**src/rtl/saturating_rgb_image_store_defines.svh**
```systemverilog
// Assertion macros shared by the frame store RTL
`ifndef SATURATING_RGB_IMAGE_STORE_DEFINES_SVH
`define SATURATING_RGB_IMAGE_STORE_DEFINES_SVH

`ifndef ASSERT_OFF

// Condition must never be true
`define ASSERT_NEVER(label, clk, rst_n, cond, msg) \
    label: assert property (@(posedge clk) disable iff (!rst_n) !(cond)) else $error(msg);

// Antecedent implies consequent in the same cycle
`define ASSERT_IMPLY(label, clk, rst_n, ante, cons, msg) \
    label: assert property (@(posedge clk) disable iff (!rst_n) (ante) |-> (cons)) \
        else $error(msg);

// Antecedent implies consequent in the next cycle
`define ASSERT_NEXT(label, clk, rst_n, ante, cons, msg) \
    label: assert property (@(posedge clk) disable iff (!rst_n) (ante) |=> (cons)) \
        else $error(msg);

`else

`define ASSERT_NEVER(label, clk, rst_n, cond, msg)
`define ASSERT_IMPLY(label, clk, rst_n, ante, cons, msg)
`define ASSERT_NEXT(label, clk, rst_n, ante, cons, msg)

`endif

`endif

```
**src/rtl/srgb_pkg.sv**
```systemverilog
// Types and constants of the saturating RGB frame store
`default_nettype none

package srgb_pkg;

    localparam int COMP_W = 12;
    localparam int OPND_W = 13;
    localparam int IDX_W  = 8;
    localparam int OP_W   = 3;

    localparam logic [COMP_W-1:0] MAX_LEVEL_RESET = 12'd1000;

    // Operation codes; codes without a member act as read
    typedef enum logic [OP_W-1:0] {
        OP_WRITE = 3'd0,
        OP_READ  = 3'd1,
        OP_ADD   = 3'd2,
        OP_SUB   = 3'd3,
        OP_FILL  = 3'd4
    } t_op;

    typedef struct packed {
        logic [COMP_W-1:0] red;
        logic [COMP_W-1:0] green;
        logic [COMP_W-1:0] blue;
    } t_pixel;

    typedef struct packed {
        t_pixel pix;
        logic   was_clipped;
        logic   index_ok;
    } t_result;

endpackage

`default_nettype wire

```
**src/rtl/srgb_chan_alu.sv**
```systemverilog
// One colour channel: apply the operation and clip to the configured level
`default_nettype none

module srgb_chan_alu import srgb_pkg::*; (
    input  t_op                      i_op,
    input  logic [COMP_W-1:0]        i_cur,
    input  logic signed [OPND_W-1:0] i_opnd,
    input  logic [COMP_W-1:0]        i_max_level,
    output logic [COMP_W-1:0]        o_value,
    output logic                     o_clipped
);

    localparam int SUM_W = COMP_W + 3;

    logic signed [SUM_W-1:0] cur_ext;
    logic signed [SUM_W-1:0] opnd_ext;
    logic signed [SUM_W-1:0] v;

    assign cur_ext  = $signed({3'b000, i_cur});
    assign opnd_ext = $signed({{(SUM_W-OPND_W){i_opnd[OPND_W-1]}}, i_opnd});

    // Select the raw result of the operation
    always_comb begin
        case (i_op)
            OP_WRITE: v = opnd_ext;
            OP_FILL:  v = opnd_ext;
            OP_ADD:   v = cur_ext + opnd_ext;
            OP_SUB:   v = cur_ext - opnd_ext;
            default:  v = cur_ext;
        endcase
    end

    // Clip to zero and to the maximum level
    always_comb begin
        if (v[SUM_W-1]) begin
            o_value   = '0;
            o_clipped = 1'b1;
        end else if (v[SUM_W-2:0] > {2'b00, i_max_level}) begin
            o_value   = i_max_level;
            o_clipped = 1'b1;
        end else begin
            o_value   = v[COMP_W-1:0];
            o_clipped = 1'b0;
        end
    end

endmodule

`default_nettype wire
```
**config.mk**
```make
export PLATFORM = sky130hd
export DESIGN_NAME = srgb_chan_alu
export DESIGN_NICKNAME = d
export VERILOG_FILES = /design/src/rtl/saturating_rgb_image_store_defines.svh /design/src/rtl/srgb_pkg.sv /design/src/rtl/srgb_chan_alu.sv
export SDC_FILE = /design/constraint.sdc
export NUM_CORES = 1
export LEC_CHECK = 0
export BUFFER_PORTS_ARGS = -buffer_cell sky130_fd_sc_hd__buf_2
export CORE_MARGIN = 8
export CORE_UTILIZATION = 50
export DETAILED_ROUTE_END_ITERATION = 10
export GPL_ROUTABILITY_DRIVEN = 0
export GPL_TIMING_DRIVEN = 0
export PLACE_DENSITY = 0.9
export SYNTH_ARGS = -nofsm -noshare
export SYNTH_HDL_FRONTEND = slang
export SYNTH_SLANG_ARGS = --single-unit
```
**constraint.sdc**
```tcl
create_clock -name vclk -period 4.8
set_input_delay 0.48 -clock vclk [all_inputs]
set_output_delay 0.48 -clock vclk [all_outputs]
set_load 0.03 [all_outputs]
```
# Yosys cells after proc, flatten, opt, wreduce, memory -nomap -nowiden
# Cells that the tools add are included.
# totals
register_bits	0
in_bits	40
output_inout_bits	13
wordCells	13
# op_classes
n_addsub	2
order_cmp	1
eq_ne	3
muxes	5
n_reduce_logical	2
# ops
cell	n
15-bit one-hot mux with 3 select lines	1
12-bit 2-to-1 mux	2
13-bit by 13-bit adder with 14-bit output	1
14-bit by 12-bit greater-than comparator with 1-bit output	1
13-bit by 13-bit subtractor with 14-bit output	1
3-bit by 2-bit equality test with 1-bit output (second input constant)	2
3-bit equality test (second input constant)	1
3-bit logical NOT	1
1-bit 2-to-1 mux	2
2-bit OR reduction	1

# Depth between registers and ports, before layout
# Gate-level depths: netlist (run 1).
# logic_depth
depth_word	6
ltp_mapped	21
depth_no_buf	19

# Worst setup path before layout (run 1)
# Ideal clock, no wire load.
# synth_path
path_kind	input to output
from	input i_opnd[1]
to	output o_value[0]
arrival_time_ns	4.352
required_time_ns	4.320
setup_slack_ns	-0.032
cell_stages	18
n_path_buf	0
path_cell_list	inv_1 -> ha_1 -> or4b_1 -> o21ai_0 -> xor2_1 -> ha_1 -> a21o_1 -> a211oi_1 -> a211o_1 -> a41oi_1 -> o221a_2 -> ha_1 -> nand2_1 -> nor4_1 -> a21oi_1 -> a31oi_4 -> mux2i_1 -> nor2b_1
# synth_via
elab_chain_len	5
word_cells_on_any_way	6
cone_classes	add/sub (2); order compare (1); mux (3)
# synth_rtl
item	line_no	rtl
start, declared	srgb_chan_alu.sv:7	input logic signed [OPND_W-1:0] i_opnd,
13-bit by 13-bit subtractor with 14-bit output or 13-bit by 13-bit adder with 14-bit output (tied branches)	srgb_chan_alu.sv:28, srgb_chan_alu.sv:27	
15-bit one-hot mux with 3 select lines *	srgb_chan_alu.sv:24	case (i_op)
14-bit by 12-bit greater-than comparator with 1-bit output	srgb_chan_alu.sv:38	end else if (v[SUM_W-2:0] > {2'b00, i_max_level}) begin
12-bit 2-to-1 mux	srgb_chan_alu.sv:38	
12-bit 2-to-1 mux *	srgb_chan_alu.sv:35	if (v[SUM_W-1]) begin
end, declared	srgb_chan_alu.sv:9	output logic [COMP_W-1:0] o_value,
# Every way passes the cells marked *; elsewhere a longest branch is shown, timed or not.

# Worst setup path after layout (run 1)
# layout_path
from	input i_op[1]
to	output o_value[2]
# layout_via
elab_chain_len	6
word_cells_on_any_way	9
cone_classes	order compare (1); eq/ne (3); mux (3); reduce/logical (2)
# layout_rtl
item	line_no	rtl
start, declared	srgb_chan_alu.sv:5	input t_op i_op,
3-bit equality test or 3-bit logical NOT (tied branches)	srgb_chan_alu.sv:24	
2-bit OR reduction (no source line)	-	
15-bit one-hot mux with 3 select lines *	srgb_chan_alu.sv:24	
14-bit by 12-bit greater-than comparator with 1-bit output	srgb_chan_alu.sv:38	
12-bit 2-to-1 mux	srgb_chan_alu.sv:38	
12-bit 2-to-1 mux *	srgb_chan_alu.sv:35	
# Marked as above.

==> results_dict.tcl, run 1 <==
set metrics [dict create \
    status "complete, but fails checks" \
    violations "setup timing" \
    multi_input_area_um2 2030 \
    cpPeakStageDelay_ns 0.44 \
    port_buffers 53 \
    dr.pass1.iters 6 \
    grt_max_degree 11 \
    hold_violations 0 \
    ys_seq_area_share_pct 0 \
    start_util_pct 52.4 \
    route.met2.wl_um 4140 \
    top_layer "met4" \
    die-height_um 75.1 \
    hold_start "i_max_level[1]" \
    ff_latch_area_um2 0 \
    maxSlewViolCount 0 \
    flops_and_latches 0 \
    die_w_um 75.1 \
    yosysWarnings 0 \
    hold_buffers 0 \
    holdPathStages 4 \
    hold_end "o_value[1]" \
    layout.nets 408 \
    cp.required_ns 4.32 \
    fin_crit_ns 5.18 \
    path_cells "buf_2 > nor2b_2 > clkbuf_8 > buf_8 > and2_4 > nor2_1 > xnor2_1 > ha_2 > o211ai_1 > a21o_1 > nand2_1 > xnor2_1 > a21oi_2 > ha_1 > nand4_1 > a21oi_1 > o21ai_2 > a21oi_2 > a31oi_4 > buf_6 > buf_12 > mux2i_4 > nor2_2 > buf_6" \
    fmax_mhz 193 \
    whs_ns 1.34 \
    power_w 0.000645 \
    p_leak_nw 1.34 \
    grt_pass1_vias 2351 \
    placed_area_um2 2080 \
    io_pins 53 \
    netlist_top_cells_area "ha_1 18%, a21oi_1 7.2%, mux2i_1 6.9%" \
    die-area_um2 5640 \
    dp_hpwl_um 4320 \
    vias 2618 \
    slew_headroom_pct 45.1 \
    fin_ws_ns -0.379 \
    yosysTopAreaCell "ha_1" \
    rsz0062_at_grt "yes" \
    path_max_fanout 8 \
    tightest_slew_ns 0.820 \
    synth.distinct_cells 46 \
    syn2layout_area_growth_pct 65.5 \
    met1Wirelength_um 3010 \
    slowest_stage "ha_1" \
    final_area_um2 2890 \
    drc 0 \
    grt_usage_pct 22.4 \
    place_inst 351 \
    startpoint_type "input pin" \
    end_kind "output port" \
    avgSynthCellArea_um2 6.94 \
    layout-drive-gt1-share_pct 51.2 \
    synthCells 252 \
    critical_path_arrival_ns 4.70 \
    overflow 0 \
    fin_crit_sh_pct 108 \
    power_density_nw_per_um2 223 \
    maxCapViolCount 0 \
    met3_length_um 810 \
    layout_commonest_cell "buf_2" \
    ir_drop_mv 0.0865 \
    ant_nets 0 \
    core_area_um2 3340 \
    vias_per_cell 6.78 \
    antenna_found_initial 0 \
    grt_pass1_wl_um 10200 \
    synth_nets 318 \
    num_antenna_cells 0 \
    drt_iter0_markers 220 \
    syn-cell-area_um2 1750 \
    wl_per_cell_um 22.7 \
    critical_path_class "in -> out" \
    stdcell_count 386 \
    rows 21 \
    mostFrequentLayoutCells "39 x buf_2, 32 x buf_4, 18 x inv_1, 18 x buf_6" \
    min_path_type "in -> out" \
    fillers 173 \
    setup_viol 13 \
    n_clock_buffer 0 \
    finalWirelength_um 8760 \
    synth_top_cell_area_share_pct 17.9 \
]
==> layout make-up <==
cell class / instances / area share, %
Timing Repair Buffer: 89 / 22.4
Inverter: 20 / 2.68
Tap cell: 46 / 1.99
Multi-Input combinational cell: 223 / 70.2
Buffer: 8 / 2.72
==> worst max-delay path, delay by kind of cell <==
family / cells / cell delay (ns)
AOI/OAI and AO/OA: 7 / 1.22
xor gates and xnor gates: 2 / 0.38
adders and majority gates: 2 / 0.74
buffers and inverters: 6 / 0.88
muxes: 1 / 0.18
and+or+nand+nor: 6 / 0.81
==> kinds of logic after synthesis <==
| logic type | share of synthesized area [%] |
|---|---|
| AO/OA/AOI/OAI | 28.6 |
| XOR/XNOR | 9.52 |
| adder cells (fa/ha/maj) | 19.0 |
| buffers and inverters | 7.23 |
| multiplexers | 8.80 |
| AND/OR/NAND/NOR | 26.8 |
==> layer usage <==
layer | vias up | global-route usage, %
met2 | 248 | 42.3
met4 | 0 | 11.5
met3 | 101 | 2.66
li1 | 1097 | -
met5 | - | 0
met1 | 1172 | 23.4
==> synthesized netlist by cell type (all sizes together) (2+ instances only) <==
cell type,n
nand2,19
a21oi,25
o21a,2
ha,25
or4,2
o311ai,2
nand3,7
xor2,12
nand4,5
o31ai,5
mux2,3
nand3b,2
o211ai,2
o221a,2
inv,20
nand2b,8
clkbuf,5
nor2,28
o21ai,14
nor3,5
xnor2,7
mux2i,12
a21o,6
buf,4
a211oi,6
or2,2
o41ai,2
nor2b,6
==> timing repair <==
item / in CTS / in global routing
gates resized for setup: 70 / 63
buffers inserted: 19 / 17
endpoints found under the setup margin: 13 / 13
endpoints found under the hold margin: 0 / 0
pin swaps: 20 / 34
gates cloned: 1 / 0
==> power by group <==
part           total (W)  leakage [nW]  internal (W)  switching (W)
registers              0             0             0              0
clock network          0             0             0              0
logic           0.000645          1.34      0.000290       0.000355
total           0.000645          1.34      0.000290       0.000355
==> how the worst max path moves through the flow <==
stage	slack [ns]	endpoint	startpoint	cells past startpoint
global route	-0.57	o_value[2]	i_op[1]	24
global placement	-0.62	o_value[2]	i_op[1]	23
finish	-0.38	o_value[2]	i_op[1]	24
CTS	0.0008	o_value[5]	i_opnd[7]	20
detailed placement	-0.72	o_value[5]	i_op[1]	23
floorplan	0.1	o_value[10]	i_opnd[1]	19
==> metrics by stage <==
step	worst slack, ns	setup TNS [ns]	utilization, %
after floorplan	0.0978	0	-
after global placement	-0.618	-7.49	62.3
after detailed placement	-0.722	-8.47	62.3
after CTS	0.000805	0	74.9
after global routing	-0.570	-6.45	86.7
final	-0.379	-3.86	86.7
No activity file was read; power rests on OpenSTA's default activity.
==> inputs of run 2 (changes only) <==
- PLACE_DENSITY: 0.9 -> 0.83
- SKIP_LAST_GASP: unset -> 1
- clock period: 4.8 -> 4.7 ns (I/O delays scaled with it)
==> results_dict.tcl, run 2 (synthesis results as in run 1) <==
set metrics [dict create \
    end_kind "output port" \
    met3_usage_pct 2.40 \
    finalWirelength_um 6420 \
    io_pins 53 \
    dr.pass1.iters 5 \
    n_clock_buffer 0 \
    power.share.clock_pct 0 \
    min_path_type "in -> out" \
    grt_max_degree 11 \
    wl_per_cell_um 17.1 \
    maxCapViolCount 0 \
    layout.nets 397 \
    slew_headroom_pct 49.6 \
    ir_drop_mv 0.0735 \
    critical_path_class "in -> out" \
    hold_violations 0 \
    layout_commonest_cell "buf_2" \
    violations "setup timing" \
    swShare_pct 53.7 \
    drt_iter0_markers 149 \
    cp.required_ns 4.23 \
    path_max_fanout 5 \
    finalCoreUtilization_pct 79.3 \
    die_w_um 75.1 \
    die-area_um2 5640 \
    vias_per_cell 6.05 \
    power_density_nw_per_um2 210 \
    grtUsageMet1_pct 27.1 \
    busiest_layer "met2" \
    antenna_found_initial 0 \
    p_leak_nw 1.25 \
    fin_crit_sh_pct 104 \
    rsz0062_at_grt "yes" \
    die-height_um 75.1 \
    critical_path_arrival_ns 4.43 \
    maxSlewViolCount 0 \
    drc 0 \
    startpoint_type "input pin" \
    setup_viol 13 \
    core_area_um2 3340 \
    vias 2269 \
    use_met2_pct 40.1 \
    num_antenna_cells 0 \
    grt_usage_pct 21.9 \
    grt_pass1_wl_um 10200 \
    dpl_worst_slack_ns -0.795 \
    flops_and_latches 0 \
    grt_pass1_vias 2219 \
    power_frac_seq_pct 0 \
    fin_ws_ns -0.196 \
    layout-drive-gt1-share_pct 43.8 \
    p_switching_w 0.000298 \
    p_int_w 0.000257 \
    p_comb_share_pct 100.0 \
    status "complete, but fails checks" \
    mostFrequentLayoutCells "38 x buf_2, 23 x buf_4, 20 x ha_1" \
    start_util_pct 52.4 \
    syn2layout_area_growth_pct 51.5 \
    port_buffers 53 \
    holdPathStages 4 \
    tns_ns -2.01 \
    overflow 0 \
    rows 21 \
    fmax_mhz 204 \
    tightest_slew_ns 0.754 \
    dp_hpwl_um 4280 \
    ff_latch_area_um2 0 \
    fin_crit_ns 4.90 \
    ant_nets 0 \
]
## run 2: area by class of cell
class	count	area, um^2
Multi-Input combinational cell	223	1880
Fill cell	222	689
Timing Repair Buffer	79	572
Inverter	20	82.6
Buffer	7	58.8
Tap cell	46	57.6
## run 2: per-stage QoR
| step | area (um^2) | total power, W | instances | hold WS (ns) |
|---|---|---|---|---|
| after floorplan | 1760 | 0.000299 | 252 | 1.18 |
| after global placement | 2080 | 0.000387 | 351 | 1.35 |
| after detailed placement | 2080 | 0.000396 | 351 | 1.36 |
| after CTS | 2540 | 0.000518 | 374 | 1.32 |
| after global routing | 2650 | 0.000591 | 375 | 1.36 |
| final | 2650 | 0.000555 | 375 | 1.33 |
## run 2: timing repair
action	CTS	global route
gates resized for setup	80	26
setup endpoints to repair	13	13
hold endpoints to repair	0	0
setup buffers	23	3
pin swaps	24	19
cloned	1	0
hold buffers	0	0
## run 2: worst paths after layout
check | start | endpoint | slack (ns)
worst min-delay path | i_max_level[10] | o_value[10] | 1.33
worst max-delay path | i_opnd[1] | o_value[11] | -0.20
## run 2: power by group through the flow
stage / clock network [W] / registers (W) / logic [W]
detailed placement: 0 / 0 / 0.000396
global route: 0 / 0 / 0.000591
CTS: 0 / 0 / 0.000518
global placement: 0 / 0 / 0.000387
floorplan: 0 / 0 / 0.000299
finish: 0 / 0 / 0.000555
## run 2: worst max-delay path, stage by stage
cell and delay, ns:
buf_8 0.10, inv_6 0.05, ha_4 0.12, or4b_4 0.53
o41ai_4 0.23, xor2_1 0.11, ha_1 0.38, nand2_1 0.08
a211o_1 0.36, and3_1 0.21, nor3_2 0.22, ha_1 0.28
nand2_1 0.09, o21ai_2 0.06, a21oi_2 0.15, a21oi_2 0.09
a31oi_4 0.21, buf_6 0.14, buf_6 0.08, mux2i_1 0.18
nor2_1 0.06, buf_4 0.19
## run 2: per-layer routing
metal / wire length (um) / part of all wire, %
met1: 2560 / 40
met2: 3180 / 50
met3: 587 / 9.1
met4: 85 / 1.3
met5: 0 / 0
==> inputs of run 3 (changes only) <==
- CORE_UTILIZATION: 50 -> 53
- PLACE_DENSITY: 0.83 -> 0.84
- SKIP_LAST_GASP: 1 -> unset
- clock period: 4.7 -> 6.15 ns (I/O delays scaled with it)
==> results_dict.tcl, run 3 (synthesis results as in run 1) <==
set metrics [dict create \
    tightest_slew_ns 0.754 \
    die-height_um 73.4 \
    power_frac_seq_pct 0 \
    power.share.clock_pct 0 \
    end_kind "output port" \
    fillers 313 \
    core_area_um2 3260 \
    fmax_mhz 174 \
    syn2layout_area_growth_pct 18.5 \
    tns_ns 0 \
    critical_path_arrival_ns 5.13 \
    post_cts_buffers 0 \
    dp_hpwl_um 4260 \
    swShare_pct 60.0 \
    critical_path_class "in -> out" \
    grt_max_degree 11 \
    status "complete, no violations" \
    hold_end "o_value[6]" \
    fin_ws_ns 0.405 \
    vias 2006 \
    overflow 0 \
    layout.nets 373 \
    cts_resized 0 \
    layout-drive-gt1-share_pct 24.6 \
    fin_crit_ns 5.75 \
    whs_ns 1.64 \
    die_w_um 73.4 \
    hold_buffers 0 \
    io_pins 53 \
    p_leak_nw 1.05 \
    maxSlewViolCount 0 \
    path_max_fanout 10 \
    dr.pass1.iters 4 \
    p_int_w 0.000121 \
    port_buffers 53 \
    start_util_pct 53.6 \
    hold_violations 0 \
    fin_crit_sh_pct 93.4 \
    grt_pass1_vias 1905 \
    dpl_worst_slack_ns 0.306 \
    min_path_type "in -> out" \
    n_clock_buffer 0 \
    place_inst 351 \
    mostFrequentLayoutCells "54 x buf_2, 25 x a21oi_1, 25 x ha_1" \
    power_density_nw_per_um2 146 \
    top_layer "met4" \
    die-area_um2 5390 \
    cp.required_ns 5.53 \
    wl_per_cell_um 14.5 \
    finalWirelength_um 5080 \
    setup_viol 0 \
    num_antenna_cells 0 \
    hold_start "i_max_level[6]" \
    route.met2.wl_um 2350 \
    rows 21 \
    p_switching_w 0.000182 \
    antenna_found_initial 0 \
    ff_latch_area_um2 0 \
    ant_nets 0 \
    slew_headroom_pct 49.6 \
    layout_commonest_cell "buf_2" \
    grt_usage_pct 18.9 \
    flops_and_latches 0 \
    rsz0062_at_grt "no" \
    met3_length_um 485 \
    met1Wirelength_um 2220 \
    drt_iter0_markers 104 \
    drc 0 \
    p_comb_share_pct 100.0 \
    startpoint_type "input pin" \
    maxCapViolCount 0 \
    vias_per_cell 5.72 \
    holdPathStages 4 \
    ir_drop_mv 0.0502 \
    grt_pass1_wl_um 8580 \
    stdcell_count 351 \
]
[run 3: through the flow]
step                area (um^2)  util (%)  total power (W)
floorplan                  1750         -         0.000227
global route               2070      63.6         0.000331
global placement           2070      63.6         0.000294
CTS                        2070      63.6         0.000302
finish                     2070      63.6         0.000303
detailed placement         2070      63.6         0.000301
[run 3: routing by layer]
metal / track usage [%] / up-vias
li1: - / 1025
met1: 23.6 / 905
met2: 34.0 / 74
met3: 2.86 / 2
met4: 1.77 / 0
met5: 0 / -
[run 3: how the worst max path moves through the flow]
stage / start / to / slack, ns
after floorplan: i_opnd[1] / o_value[0] / 1.05
after CTS: i_op[1] / o_value[2] / 0.32
final: i_op[1] / o_value[2] / 0.40
after detailed placement: i_op[1] / o_value[2] / 0.31
after global placement: i_op[1] / o_value[3] / 0.40
after global routing: i_op[1] / o_value[9] / 0.06
[run 3: area by class of cell]
cell class / instances / area (um^2) / area share (%)
well taps: 46 / 57.6 / 2.78
repair buffers: 53 / 265 / 12.8
multi-input cells: 223 / 1620 / 78.3
inverters: 20 / 75.1 / 3.62
plain buffers: 9 / 52.6 / 2.54
[run 3: power by group through the flow]
stage | logic (W) | clock network [W] | registers [W]
after global routing | 0.000331 | 0 | 0
after detailed placement | 0.000301 | 0 | 0
after floorplan | 0.000227 | 0 | 0
final | 0.000303 | 0 | 0
after global placement | 0.000294 | 0 | 0
after CTS | 0.000302 | 0 | 0
[run 3: critical path: stages]
cell and delay, ns:
buf_2 0.15, nor2b_1 0.14, clkbuf_1 0.36, clkbuf_2 0.32
and2_1 0.19, a21oi_1 0.06, xnor2_1 0.13, ha_1 0.37
o211ai_1 0.12, a21o_1 0.21, a211o_1 0.35, and3_1 0.18
nor3_1 0.29, ha_1 0.31, nand2_1 0.07, o21ai_0 0.07
a21oi_1 0.17, a21oi_1 0.12, a31oi_4 0.26, buf_12 0.18
mux2i_1 0.24, nor2_2 0.04, buf_2 0.18
